**config.mk**
```make
export PLATFORM = sky130hd
export DESIGN_NAME = free_list_segment_allocator_unit
export DESIGN_NICKNAME = d
export VERILOG_FILES = /design/src/hw/rtl/flsa_pkg.sv /design/src/hw/rtl/free_list_segment_allocator_unit.sv /design/src/hw/rtl/flsa_free_table.sv
export SDC_FILE = /design/constraint.sdc
export NUM_CORES = 2
export LEC_CHECK = 0
export BUFFER_PORTS_ARGS = -buffer_cell sky130_fd_sc_hd__buf_2
export CAP_MARGIN = 20
export CORE_MARGIN = 2
export CORE_UTILIZATION = 40
export CTS_CLUSTER_DIAMETER = 120
export DETAILED_ROUTE_END_ITERATION = 10
export PLACE_DENSITY_LB_ADDON = 0.25
export SLEW_MARGIN = 20
export SYNTH_ARGS = -nofsm -noshare
export SYNTH_HDL_FRONTEND = slang
export SYNTH_SLANG_ARGS = --single-unit
```
**constraint.sdc**
```tcl
create_clock -name clock -period 6.72 [get_ports clock]
set_input_delay 0.672 -clock clock [delete_from_list [all_inputs] [get_ports clock]]
set_output_delay 0.672 -clock clock [all_outputs]
set_load 0.005 [all_outputs]
```
**src/hw/rtl/flsa_pkg.sv**
```systemverilog
// Package for the free list segment allocator: widths, codes, state type.
// Depends on nothing.
package flsa_pkg;
   localparam int FREE_SLOTS_DEF    = 16;
   localparam int BLOCK_SLOTS_DEF   = 32;
   localparam int ADDR_BITS_DEF     = 20;
   localparam int ALIGN_BYTES_DEF   = 8;
   localparam int HEADER_BYTES_DEF  = 24;
   localparam int CONTROL_BYTES_DEF = 24;

   localparam int FIELD_BITS = 20;
   localparam int CSR_IDX_BITS = 1;

   localparam logic [CSR_IDX_BITS-1:0] CSR_MEMORY_BYTES = 1'd0;
   localparam logic [CSR_IDX_BITS-1:0] CSR_FIT_POLICY   = 1'd1;

   localparam logic [1:0] ACT_INIT  = 2'd0;
   localparam logic [1:0] ACT_ALLOC = 2'd1;
   localparam logic [1:0] ACT_FREE  = 2'd2;
   localparam logic [1:0] ACT_SPARE = 2'd3;

   localparam logic [1:0] FIT_FIRST = 2'd0;
   localparam logic [1:0] FIT_BEST  = 2'd1;
   localparam logic [1:0] FIT_WORST = 2'd2;

   localparam logic [2:0] ST_OK      = 3'd0;
   localparam logic [2:0] ST_NOFIT   = 3'd1;
   localparam logic [2:0] ST_BAD     = 3'd2;
   localparam logic [2:0] ST_UNKNOWN = 3'd3;
   localparam logic [2:0] ST_FULL    = 3'd4;

   typedef enum logic [3:0] {
      S_IDLE,
      S_A_SCAN,   // walk free table choosing a segment
      S_A_SLOT,   // walk block table for an empty slot
      S_A_RD,     // read chosen segment
      S_A_UPD,    // shrink or remove it
      S_F_FIND,   // walk block table for the start
      S_F_POS,    // walk free table for the insert point
      S_F_NEXT,   // read the following segment
      S_F_UPD,    // decide merge
      S_SHL,      // shift entries down (remove)
      S_SHR,      // shift entries up (insert)
      S_DONE
   } state_type;
endpackage

```
**src/hw/rtl/free_list_segment_allocator_unit.sv**
```systemverilog
// Free list segment allocator, top level: sequencer, block table, registers.
// An alloc scans the free table, then the block table for an empty slot; an exact fit
// removes the segment by shifting entries down. A free searches the block table, then
// the free table for the insert point; a merge with both neighbours shifts entries
// down and an insert shifts them up. One item at a time: busy stays high through the
// result strobe. Synchronous reset empties both tables.
// Depends on flsa_pkg and flsa_free_table.
module free_list_segment_allocator_unit #(
   parameter int FREE_SLOTS    = flsa_pkg::FREE_SLOTS_DEF,
   parameter int BLOCK_SLOTS   = flsa_pkg::BLOCK_SLOTS_DEF,
   parameter int ADDR_BITS     = flsa_pkg::ADDR_BITS_DEF,
   parameter int ALIGN_BYTES   = flsa_pkg::ALIGN_BYTES_DEF,
   parameter int HEADER_BYTES  = flsa_pkg::HEADER_BYTES_DEF,
   parameter int CONTROL_BYTES = flsa_pkg::CONTROL_BYTES_DEF
) (
   input  logic        clock,
   input  logic        reset,
   input  logic        start,
   output logic        busy,
   input  logic [1:0]  req_action,
   input  logic [flsa_pkg::FIELD_BITS-1:0] req_request_bytes,
   input  logic [flsa_pkg::FIELD_BITS-1:0] req_block_offset,
   output logic        rsp_valid,
   output logic [2:0]  rsp_status,
   output logic [flsa_pkg::FIELD_BITS-1:0] rsp_result_offset,
   output logic [flsa_pkg::FIELD_BITS-1:0] rsp_result_bytes,
   input  logic        csr_write,
   input  logic [flsa_pkg::CSR_IDX_BITS-1:0] csr_index,
   input  logic [flsa_pkg::FIELD_BITS-1:0]   csr_data
);
   localparam int FB  = flsa_pkg::FIELD_BITS;
   localparam int AW  = ADDR_BITS + 2;            // room for sums before truncation
   localparam int FI  = (FREE_SLOTS > 1) ? $clog2(FREE_SLOTS) : 1;
   localparam int FC  = $clog2(FREE_SLOTS + 1);
   localparam int BI  = (BLOCK_SLOTS > 1) ? $clog2(BLOCK_SLOTS) : 1;
   localparam int BC  = $clog2(BLOCK_SLOTS + 1);
   localparam logic [AW-1:0] ALIGN_M1 = AW'(ALIGN_BYTES - 1);
   localparam logic [AW-1:0] HDR      = AW'(HEADER_BYTES);
   localparam logic [AW-1:0] CTRL     = AW'(CONTROL_BYTES);
   localparam logic [AW-1:0] AMASK    = AW'((64'd1 << ADDR_BITS) - 1);

   flsa_pkg::state_type state_ff, state_in;

   logic [FB-1:0] mem_bytes_ff;
   logic [1:0]    fit_ff;

   logic [FC-1:0] fcount_ff, fcount_in;
   logic [BLOCK_SLOTS-1:0] uvalid_ff, uvalid_in;
   logic [AW-1:0] ustart_mem [BLOCK_SLOTS];
   logic [AW-1:0] ulen_mem   [BLOCK_SLOTS];
   logic [AW-1:0] u_rd_start, u_rd_len;
   logic          u_wr;
   logic [BI-1:0] u_rd_idx;

   logic [1:0]    act_ff, act_in;
   logic [AW-1:0] need_ff, need_in;     // alloc size, or freed block length
   logic [AW-1:0] bstart_ff, bstart_in; // block start
   logic [FC-1:0] fi_ff, fi_in;         // free table walk index
   logic [BC-1:0] bi_ff, bi_in;         // block table walk index
   logic          rvalid_ff, rvalid_in; // read data of previous index is live
   logic          pick_ok_ff, pick_ok_in;
   logic [FI-1:0] pick_ff, pick_in;
   logic [AW-1:0] pick_len_ff, pick_len_in;
   logic [BI-1:0] slot_ff, slot_in;
   logic [AW-1:0] pend_ff, pend_in;     // end of previous segment
   logic          prev_ok_ff, prev_ok_in;
   logic [FC-1:0] sh_ff, sh_in;         // shift cursor
   logic [FC-1:0] sh_end_ff, sh_end_in;
   logic          merge_both_ff, merge_both_in;
   logic [AW-1:0] plen_ff, plen_in;     // previous segment length
   logic [2:0]    st_ff, st_in;
   logic [AW-1:0] roff_ff, roff_in;
   logic [AW-1:0] rbytes_ff, rbytes_in;

   logic          f_wr;
   logic [FI-1:0] f_wr_idx, f_rd_idx;
   logic [AW-1:0] f_wr_start, f_wr_len;
   logic [ADDR_BITS-1:0] f_rd_start_n, f_rd_len_n;
   logic [AW-1:0] f_rd_start, f_rd_len;

   flsa_free_table #(.FREE_SLOTS(FREE_SLOTS), .ADDR_BITS(ADDR_BITS)) u_table (
      .clock    (clock),
      .wr_en    (f_wr),
      .wr_idx   (f_wr_idx),
      .wr_start (f_wr_start[ADDR_BITS-1:0]),
      .wr_len   (f_wr_len[ADDR_BITS-1:0]),
      .rd_idx   (f_rd_idx),
      .rd_start (f_rd_start_n),
      .rd_len   (f_rd_len_n)
   );
   assign f_rd_start = AW'(f_rd_start_n);
   assign f_rd_len   = AW'(f_rd_len_n);

   always_ff @(posedge clock) begin
      if (u_wr) begin
         ustart_mem[slot_ff] <= bstart_ff;
         ulen_mem[slot_ff]   <= need_ff;
      end
      u_rd_start <= ustart_mem[u_rd_idx];
      u_rd_len   <= ulen_mem[u_rd_idx];
   end

   always_ff @(posedge clock) begin
      if (reset) begin
         state_ff     <= flsa_pkg::S_IDLE;
         mem_bytes_ff <= FB'(1048575);
         fit_ff       <= flsa_pkg::FIT_FIRST;
         fcount_ff    <= '0;
         uvalid_ff    <= '0;
      end else begin
         state_ff  <= state_in;
         fcount_ff <= fcount_in;
         uvalid_ff <= uvalid_in;
         if (csr_write) begin
            case (csr_index)
               flsa_pkg::CSR_MEMORY_BYTES: mem_bytes_ff <= csr_data;
               flsa_pkg::CSR_FIT_POLICY:   fit_ff <= csr_data[1:0];
               default: ;
            endcase
         end
      end
   end

   always_ff @(posedge clock) begin
      act_ff <= act_in;       need_ff <= need_in;     bstart_ff <= bstart_in;
      fi_ff <= fi_in;         bi_ff <= bi_in;         rvalid_ff <= rvalid_in;
      pick_ok_ff <= pick_ok_in; pick_ff <= pick_in;   pick_len_ff <= pick_len_in;
      slot_ff <= slot_in;     pend_ff <= pend_in;     prev_ok_ff <= prev_ok_in;
      sh_ff <= sh_in;         sh_end_ff <= sh_end_in; merge_both_ff <= merge_both_in;
      plen_ff <= plen_in;     st_ff <= st_in;         roff_ff <= roff_in;
      rbytes_ff <= rbytes_in;
   end

   // next state
   logic [AW-1:0] need_raw;
   logic [AW-1:0] rd_idx_prev_end;
   logic          fit_ok, better;
   assign need_raw = ((AW'(req_request_bytes) + HDR + ALIGN_M1) / AW'(ALIGN_BYTES))
                     * AW'(ALIGN_BYTES);
   assign rd_idx_prev_end = (f_rd_start + f_rd_len) & AMASK;
   assign fit_ok = f_rd_len >= need_ff;
   always_comb begin
      case (fit_ff)
         flsa_pkg::FIT_BEST:  better = !pick_ok_ff || f_rd_len < pick_len_ff;
         flsa_pkg::FIT_WORST: better = !pick_ok_ff || f_rd_len > pick_len_ff;
         default:             better = !pick_ok_ff;
      endcase
   end

   always_comb begin
      state_in = state_ff;
      act_in = act_ff; need_in = need_ff; bstart_in = bstart_ff;
      fi_in = fi_ff; bi_in = bi_ff; rvalid_in = 1'b0;
      pick_ok_in = pick_ok_ff; pick_in = pick_ff; pick_len_in = pick_len_ff;
      slot_in = slot_ff; pend_in = pend_ff; prev_ok_in = prev_ok_ff;
      sh_in = sh_ff; sh_end_in = sh_end_ff; merge_both_in = merge_both_ff;
      plen_in = plen_ff; st_in = st_ff; roff_in = roff_ff; rbytes_in = rbytes_ff;
      fcount_in = fcount_ff; uvalid_in = uvalid_ff;
      f_wr = 1'b0; f_wr_idx = '0; f_wr_start = '0; f_wr_len = '0;
      f_rd_idx = fi_ff[FI-1:0];
      u_wr = 1'b0; u_rd_idx = bi_ff[BI-1:0];
      case (state_ff)
         flsa_pkg::S_IDLE: begin
            if (start) begin
               act_in = req_action; st_in = flsa_pkg::ST_OK;
               roff_in = '0; rbytes_in = '0;
               fi_in = '0; bi_in = '0; pick_ok_in = 1'b0; prev_ok_in = 1'b0;
               need_in = need_raw;
               bstart_in = AW'(req_block_offset);
               case (req_action)
                  flsa_pkg::ACT_INIT: begin
                     uvalid_in = '0;
                     fcount_in = '0;
                     if (AW'(mem_bytes_ff) > CTRL) begin
                        f_wr = 1'b1; f_wr_idx = '0; f_wr_start = CTRL;
                        f_wr_len = AW'(mem_bytes_ff) - CTRL;
                        fcount_in = FC'(1);
                     end
                     state_in = flsa_pkg::S_DONE;
                  end
                  flsa_pkg::ACT_ALLOC: begin
                     if (req_request_bytes == '0 || req_request_bytes >= mem_bytes_ff) begin
                        st_in = flsa_pkg::ST_BAD; state_in = flsa_pkg::S_DONE;
                     end else state_in = flsa_pkg::S_A_SCAN;
                  end
                  flsa_pkg::ACT_FREE: state_in = flsa_pkg::S_F_FIND;
                  default: begin
                     st_in = flsa_pkg::ST_BAD; state_in = flsa_pkg::S_DONE;
                  end
               endcase
            end
         end
         flsa_pkg::S_A_SCAN: begin
            // read index fi issued now; data of fi-1 evaluated when rvalid
            if (rvalid_ff && fit_ok && better) begin
               pick_ok_in = 1'b1; pick_in = FI'(fi_ff - FC'(1)); pick_len_in = f_rd_len;
            end
            if (rvalid_ff && fit_ok && (fit_ff != flsa_pkg::FIT_BEST)
                && (fit_ff != flsa_pkg::FIT_WORST)) begin
               state_in = flsa_pkg::S_A_SLOT;
            end else if (fi_ff >= fcount_ff) begin
               if (!rvalid_ff) begin
                  state_in = (pick_ok_ff) ? flsa_pkg::S_A_SLOT : flsa_pkg::S_DONE;
                  if (!pick_ok_ff) st_in = flsa_pkg::ST_NOFIT;
               end
            end else begin
               fi_in = fi_ff + FC'(1); rvalid_in = 1'b1;
            end
            if (fi_ff >= fcount_ff && rvalid_ff && !(fit_ok &&
                (fit_ff != flsa_pkg::FIT_BEST) && (fit_ff != flsa_pkg::FIT_WORST)))
               state_in = flsa_pkg::S_A_SCAN;
            bi_in = '0;
         end
         flsa_pkg::S_A_SLOT: begin
            if (!uvalid_ff[bi_ff[BI-1:0]]) begin
               slot_in = bi_ff[BI-1:0]; state_in = flsa_pkg::S_A_RD;
            end else if (bi_ff == BC'(BLOCK_SLOTS - 1)) begin
               st_in = flsa_pkg::ST_FULL; state_in = flsa_pkg::S_DONE;
            end else bi_in = bi_ff + BC'(1);
            f_rd_idx = pick_ff;
         end
         flsa_pkg::S_A_RD: begin
            f_rd_idx = pick_ff;
            state_in = flsa_pkg::S_A_UPD;
         end
         flsa_pkg::S_A_UPD: begin
            bstart_in = f_rd_start;
            roff_in = f_rd_start; rbytes_in = need_ff;
            uvalid_in[slot_ff] = 1'b1;
            if (f_rd_len == need_ff) begin
               sh_in = FC'(pick_ff); sh_end_in = fcount_ff - FC'(1);
               fcount_in = fcount_ff - FC'(1);
               state_in = flsa_pkg::S_SHL;
            end else begin
               f_wr = 1'b1; f_wr_idx = pick_ff;
               f_wr_start = (f_rd_start + need_ff) & AMASK;
               f_wr_len = f_rd_len - need_ff;
               state_in = flsa_pkg::S_DONE;
            end
         end
         flsa_pkg::S_F_FIND: begin
            // used table read is registered; check previous index
            if (rvalid_ff && uvalid_ff[slot_ff] && u_rd_start == bstart_ff) begin
               need_in = u_rd_len; state_in = flsa_pkg::S_F_POS; fi_in = '0;
            end else if (bi_ff == BC'(BLOCK_SLOTS)) begin
               st_in = flsa_pkg::ST_UNKNOWN; state_in = flsa_pkg::S_DONE;
            end else begin
               slot_in = bi_ff[BI-1:0]; bi_in = bi_ff + BC'(1); rvalid_in = 1'b1;
            end
            u_rd_idx = (bi_ff == BC'(BLOCK_SLOTS)) ? '0 : bi_ff[BI-1:0];
         end
         flsa_pkg::S_F_POS: begin
            if (rvalid_ff && f_rd_start < bstart_ff) begin
               prev_ok_in = 1'b1; pend_in = rd_idx_prev_end; plen_in = f_rd_len;
            end
            if (rvalid_ff && !(f_rd_start < bstart_ff)) begin
               fi_in = fi_ff - FC'(1); state_in = flsa_pkg::S_F_NEXT;
            end else if (fi_ff >= fcount_ff) begin
               state_in = flsa_pkg::S_F_NEXT;
            end else begin
               fi_in = fi_ff + FC'(1); rvalid_in = 1'b1;
            end
         end
         flsa_pkg::S_F_NEXT: begin
            // fi is now the insert position; fetch it
            state_in = flsa_pkg::S_F_UPD;
         end
         flsa_pkg::S_F_UPD: begin
            automatic logic jp = prev_ok_ff && pend_ff == bstart_ff;
            automatic logic jn = fi_ff < fcount_ff &&
                                 ((bstart_ff + need_ff) & AMASK) == f_rd_start;
            rbytes_in = need_ff;
            state_in = flsa_pkg::S_DONE;
            if (jp && jn) begin
               f_wr = 1'b1; f_wr_idx = FI'(fi_ff - FC'(1));
               f_wr_start = (pend_ff - plen_ff) & AMASK;
               f_wr_len = (plen_ff + need_ff + f_rd_len) & AMASK;
               sh_in = fi_ff; sh_end_in = fcount_ff - FC'(1);
               fcount_in = fcount_ff - FC'(1);
               state_in = flsa_pkg::S_SHL;
               uvalid_in[slot_ff] = 1'b0;
            end else if (jp) begin
               f_wr = 1'b1; f_wr_idx = FI'(fi_ff - FC'(1));
               f_wr_start = (pend_ff - plen_ff) & AMASK;
               f_wr_len = (plen_ff + need_ff) & AMASK;
               uvalid_in[slot_ff] = 1'b0;
            end else if (jn) begin
               f_wr = 1'b1; f_wr_idx = FI'(fi_ff);
               f_wr_start = bstart_ff;
               f_wr_len = (f_rd_len + need_ff) & AMASK;
               uvalid_in[slot_ff] = 1'b0;
            end else if (fcount_ff >= FC'(FREE_SLOTS)) begin
               st_in = flsa_pkg::ST_FULL; rbytes_in = '0;
            end else begin
               uvalid_in[slot_ff] = 1'b0;
               sh_in = fcount_ff; sh_end_in = fi_ff;
               fcount_in = fcount_ff + FC'(1);
               state_in = flsa_pkg::S_SHR; rvalid_in = 1'b0;
            end
         end
         flsa_pkg::S_SHL: begin
            // move entry sh+1 to sh: read it, then write it from the registered read data
            f_rd_idx = FI'(sh_ff + FC'(1));
            if (rvalid_ff) begin
               f_wr = 1'b1; f_wr_idx = FI'(sh_ff);
               f_wr_start = f_rd_start; f_wr_len = f_rd_len;
               sh_in = sh_ff + FC'(1);
               f_rd_idx = FI'(sh_ff + FC'(2));
            end
            if (rvalid_ff ? (sh_ff + FC'(1) >= sh_end_ff) : (sh_ff >= sh_end_ff))
               state_in = flsa_pkg::S_DONE;
            else rvalid_in = 1'b1;
         end
         flsa_pkg::S_SHR: begin
            // move entry sh-1 to sh, then place the block at sh_end
            if (sh_ff == sh_end_ff) begin
               f_wr = 1'b1; f_wr_idx = FI'(sh_ff);
               f_wr_start = bstart_ff; f_wr_len = need_ff;
               state_in = flsa_pkg::S_DONE;
            end else begin
               f_rd_idx = FI'(sh_ff - FC'(1));
               if (rvalid_ff) begin
                  f_wr = 1'b1; f_wr_idx = FI'(sh_ff);
                  f_wr_start = f_rd_start; f_wr_len = f_rd_len;
                  sh_in = sh_ff - FC'(1);
               end else rvalid_in = 1'b1;
            end
         end
         flsa_pkg::S_DONE: begin
            // a granted block is entered once its start has settled
            u_wr = (act_ff == flsa_pkg::ACT_ALLOC) && (st_ff == flsa_pkg::ST_OK);
            state_in = flsa_pkg::S_IDLE;
         end
         default: state_in = flsa_pkg::S_IDLE;
      endcase
      if (st_in != flsa_pkg::ST_OK) begin
         roff_in = '0;
         if (state_ff != flsa_pkg::S_F_UPD) rbytes_in = '0;
      end
   end

   // outputs
   always_comb begin
      busy              = state_ff != flsa_pkg::S_IDLE;
      rsp_valid         = state_ff == flsa_pkg::S_DONE;
      rsp_status        = st_ff;
      rsp_result_offset = FB'(roff_ff & AMASK);
      rsp_result_bytes  = FB'(rbytes_ff & AMASK);
   end
endmodule

```
**src/hw/rtl/flsa_free_table.sv**
```systemverilog
// Free segment table: start and length memories, one write and one read port.
// Depends on flsa_pkg.
module flsa_free_table #(
   parameter int FREE_SLOTS = flsa_pkg::FREE_SLOTS_DEF,
   parameter int ADDR_BITS  = flsa_pkg::ADDR_BITS_DEF,
   localparam int IW = (FREE_SLOTS > 1) ? $clog2(FREE_SLOTS) : 1
) (
   input  logic                 clock,
   input  logic                 wr_en,
   input  logic [IW-1:0]        wr_idx,
   input  logic [ADDR_BITS-1:0] wr_start,
   input  logic [ADDR_BITS-1:0] wr_len,
   input  logic [IW-1:0]        rd_idx,
   output logic [ADDR_BITS-1:0] rd_start,
   output logic [ADDR_BITS-1:0] rd_len
);
   logic [ADDR_BITS-1:0] start_mem [FREE_SLOTS];
   logic [ADDR_BITS-1:0] len_mem   [FREE_SLOTS];

   always_ff @(posedge clock) begin
      if (wr_en) begin
         start_mem[wr_idx] <= wr_start;
         len_mem[wr_idx]   <= wr_len;
      end
      rd_start <= start_mem[rd_idx];
      rd_len   <= len_mem[rd_idx];
   end
endmodule

```
==> metrics.log <==
INFO  metric run_status = completed
INFO  metric arrival = 6.35 ns
INFO  metric design_power_total = 52.3 mW
INFO  metric vdd_drop_max = 0.000321 V
INFO  metric post-cts-setup-buffers = 0
INFO  metric insertion_delay = 0.91 ns
INFO  metric simple_gate_portion_of_the_synthesized_area = 0.0663
INFO  metric final_period_minus_worst_setup_slack = 5.87 ns
INFO  metric vias_per_cell = 5.98
INFO  metric drt_pre_antenna_iters = 9
INFO  metric drtAntennaViolNets = 0
INFO  metric worst-slew-pin-transition = 1.16 ns
INFO  metric top_level_ports = 112
INFO  metric fin_worst_skew = 0.0943 ns
INFO  metric synthAdderAreaFrac = 0.0315
INFO  metric netlist_area = 101000 um2
INFO  metric max_slew_margin = 0.225
INFO  metric crit_type = reg2reg
INFO  metric fp.dieArea = 257000 um2
INFO  metric worstHoldPathType = in2reg
INFO  metric max_buffers_root_to_sink = 3
INFO  metric setup_violations = 0
INFO  metric drt-total-wl = ~320000 um
INFO  metric synth.distinct_cells = 90
INFO  metric area_fraction_in_compound_gates_after_synthesis = 0.106
INFO  metric detailedRoute.firstIterationViolations = 7878
INFO  metric synth_seq_area_share = 0.667
INFO  metric post_route_cells_drive_above_1_share = 0.156
INFO  metric cp-start-kind = flop
INFO  metric maximum_number_of_pins_on_one_net_before_global_route_repair = 93
INFO  metric yosys_warnings = 0
INFO  metric grt_pass1_vias = ~62000
INFO  metric global_route.overflow_total = 0
INFO  metric vias = 64200
INFO  metric numClockSinks = 2309
INFO  metric drcViolationCount = 0
INFO  metric avgRoutedWirePerCell = 30.0 um
INFO  metric ys_ff_latch = approximately 2300
INFO  metric dominant_combinational_cell_family_by_area_after_synthesis = compound AO/OA/AOI/OAI gates
INFO  metric whs_path_depth = 3
INFO  metric dpl_cell_area = approximately 110000 um2
INFO  metric cts_tree = done
INFO  metric design.core.area = 251000 um2
INFO  metric cp.required = 7.20 ns
INFO  metric all_layer_gr_usage = 0.245
INFO  metric die-width = slightly above 500 um
INFO  metric max_cap_viol_count = 0
INFO  metric critical_path.endpoint_type = flop
INFO  metric dominantRegCellSynth = sky130_fd_sc_hd__edfxtp_1
INFO  metric cts-resized-gates = 0
INFO  metric place_hpwl = 196000 um
INFO  metric cts_inserted_buffers = roughly 230
INFO  metric post-route-util = 0.458
INFO  metric hold_buffers = 3
INFO  metric cts.root.buffer_cell = sky130_fd_sc_hd__clkbuf_16
INFO  metric final_design_area_no_fill = 115000 um2
INFO  metric setup_total_negative_slack = 0 ns
INFO  metric io_buffers = 111
INFO  metric syn_area_per_cell = ~15 um2
INFO  metric die_height = approximately 510 um
INFO  metric gp_congestion = between 0.9 and 1
INFO  metric row_count = 184
INFO  metric yosys.area_share.xor_xnor = 0.0194
INFO  metric layout.nets = between 7000 and 8000
INFO  metric syn_inst = 6936
INFO  metric worst-r2r-cell-count = 18
INFO  metric fillers = 22100
INFO  metric static-leakage-power = 38.9 nW
INFO  metric number_of_antenna_violations_at_the_first_check_in_global_routing = 15
INFO  metric report.final.slew_viol_count = 0
INFO  metric flow.area_growth_from_synthesis = 13.9%
INFO  metric initial_core_utilization = 0.402
INFO  metric synth_enable_flop_cells = approximately 2100
INFO  metric syn_nets = 7253
INFO  metric clk_pin_slew = 0.06 ns
INFO  metric final_hold_viol_count = 0
INFO  metric final.period_utilization = 0.873
INFO  metric fmax = 0.170 GHz
INFO  metric fraction_of_registers_with_async_set_or_reset_after_synthesis = 0
INFO  metric cts.htree.levels = 4
INFO  metric power.density_cell_area = roughly 450 nW/um2
INFO  metric wire_length_of_the_first_global_routing_pass = 456000 um
INFO  metric unrepaired_setup_endpoints_after_global_routing = false
INFO  metric crit_fanout = 16
INFO  metric synth.mux.area_fraction = 0.0875
## synth_stat cells (all sizes together), types with 8 or more instances
cell / count / area, um2
edfxtp: 2120 / 63700
nand2: 512 / 1920
nor2: 432 / 1630
clkbuf: 323 / 1210
o21ai: 301 / 1510
mux2i: 296 / 2960
a21oi: 286 / 1430
mux4: 260 / 5860
ha: 242 / 3030
dfxtp: 189 / 3780
o221ai: 188 / 1650
inv: 173 / 649
xnor2: 156 / 1370
a31oi: 120 / 751
nor3: 113 / 576
a211oi: 99 / 743
o211ai: 96 / 721
buf: 91 / 404
nand3: 78 / 390
nor2b: 68 / 425
a21o: 66 / 495
xor2: 66 / 578
or3: 57 / 357
a311oi: 51 / 447
nand4: 49 / 307
nand2b: 40 / 250
a211o: 38 / 333
a222oi: 35 / 350
o22ai: 33 / 206
nor4: 31 / 194
a2111oi: 29 / 424
and3: 24 / 150
a22oi: 21 / 158
o21a: 21 / 158
and2: 19 / 119
or2: 19 / 119
o31ai: 18 / 135
o21bai: 15 / 113
a221oi: 12 / 105
o2111ai: 10 / 87.6
o31a: 10 / 87.6
a221o: 9 / 90.1
o41ai: 9 / 105
fa: 8 / 160
nor3b: 8 / 60.1
## worst max-delay path: stages, from the launching register on
cell and delay [ns]:
sky130_fd_sc_hd__edfxtp_1 0.57, sky130_fd_sc_hd__ha_1 0.33, sky130_fd_sc_hd__fa_1 0.41, sky130_fd_sc_hd__a21o_1 0.22, sky130_fd_sc_hd__a211oi_1 0.32, sky130_fd_sc_hd__o21ai_0 0.20
sky130_fd_sc_hd__a31oi_1 0.24, sky130_fd_sc_hd__o21ai_0 0.22, sky130_fd_sc_hd__o21ai_0 0.20, sky130_fd_sc_hd__nand2b_1 0.09, sky130_fd_sc_hd__xor2_1 0.20, sky130_fd_sc_hd__ha_1 0.31
sky130_fd_sc_hd__a21o_1 0.19, sky130_fd_sc_hd__o41a_1 0.41, sky130_fd_sc_hd__a41o_1 0.28, sky130_fd_sc_hd__o41a_1 0.33, sky130_fd_sc_hd__a21o_1 0.16, sky130_fd_sc_hd__a211o_1 0.28
sky130_fd_sc_hd__a221o_1 0.52
## stage by stage
step                      setup WS, ns  hold slack, ns  cells
after detailed placement         0.943           0.446  10300
after CTS                        0.876        0.000682  10700
after floorplan                  0.354           0.439   6936
after global placement           0.890           0.445  10300
final                            0.852          0.0448  10700
after global routing             0.524          0.0239  10700
## cell families after synthesis
kind of cell / count (synthesis)
fa+ha+maj: 250
mux: 559
xor+xnor: 223
compound gates: 1533
buf+inv: 587
flops: 2309
simple gates: 1475
## placed cells by master (no fill, tap or decap), drive strengths merged, types with 24 or more instances in the layout
master	n
nor3	113
edfxtp	2120
a211oi	99
o211ai	96
nor2	432
nor4	31
mux2i	296
and3	24
nand4	49
dfxtp	189
or3	57
clkinv	75
nand2	512
a31oi	120
a222oi	35
a21oi	286
nor2b	68
nand2b	40
xor2	66
o221ai	188
inv	186
a2111oi	29
a211o	38
o21ai	301
o22ai	33
xnor2	156
nand3	78
clkbuf	327
a311oi	51
ha	242
mux4	260
a21o	66
buf	405
## final timing paths
path	endpoint	slack [ns]	from
worst max register to register	u_table.len_mem[11][19]$_DFFE_PP_	0.85	need_ff[0]$_SDFFCE_PN0P_
worst min-delay path	mem_bytes_ff[3]$_SDFFE_PP1P_	0.04	csr_data[3]
worst max-delay path	u_table.len_mem[11][19]$_DFFE_PP_	0.85	need_ff[0]$_SDFFCE_PN0P_
worst min register to register	roff_ff[5]$_SDFFE_PP0P_	0.45	roff_ff[5]$_SDFFE_PP0P_
## cell type report
type	count	area, um2	share of cell area
Multi-Input combinational cell	4040	31900	0.277
Timing Repair Buffer	410	3240	0.0281
Antenna cell	5	12.5	0.000109
Sequential cell	2309	67400	0.585
Clock inverter	119	1370	0.0119
Inverter	173	649	0.00564
Clock buffer	325	6410	0.0556
Tap cell	3348	4190	0.0364
## power breakdown
group	switching (mW)	internal, mW	total [mW]	leakage (nW)
Combinational	13.2	7.54	20.7	14.4
Clock	5.66	7.47	13.1	3.75
Sequential	0.943	17.5	18.5	20.8
## sequential cells by signal, indices dropped and copies added, names as in the netlist, 22 cells and up
name / count
ustart_mem: 640
u_table.len_mem: 320
u_rd_len: 22
ulen_mem: 704
uvalid_ff: 32
u_table.start_mem: 320
need_ff: 22
## routing by layer
layer  routed length [um]  vias up  global-route usage  share of wire
li1                     -    27800                   -              -
met1               128000    32900               0.325           0.40
met2               156000     2882               0.408           0.49
met3                22500      624              0.0323          0.070
met4                14300        4              0.0980          0.045
met5                   27        -                   0       0.000084
No activity file was read; power rests on OpenSTA's default activity.
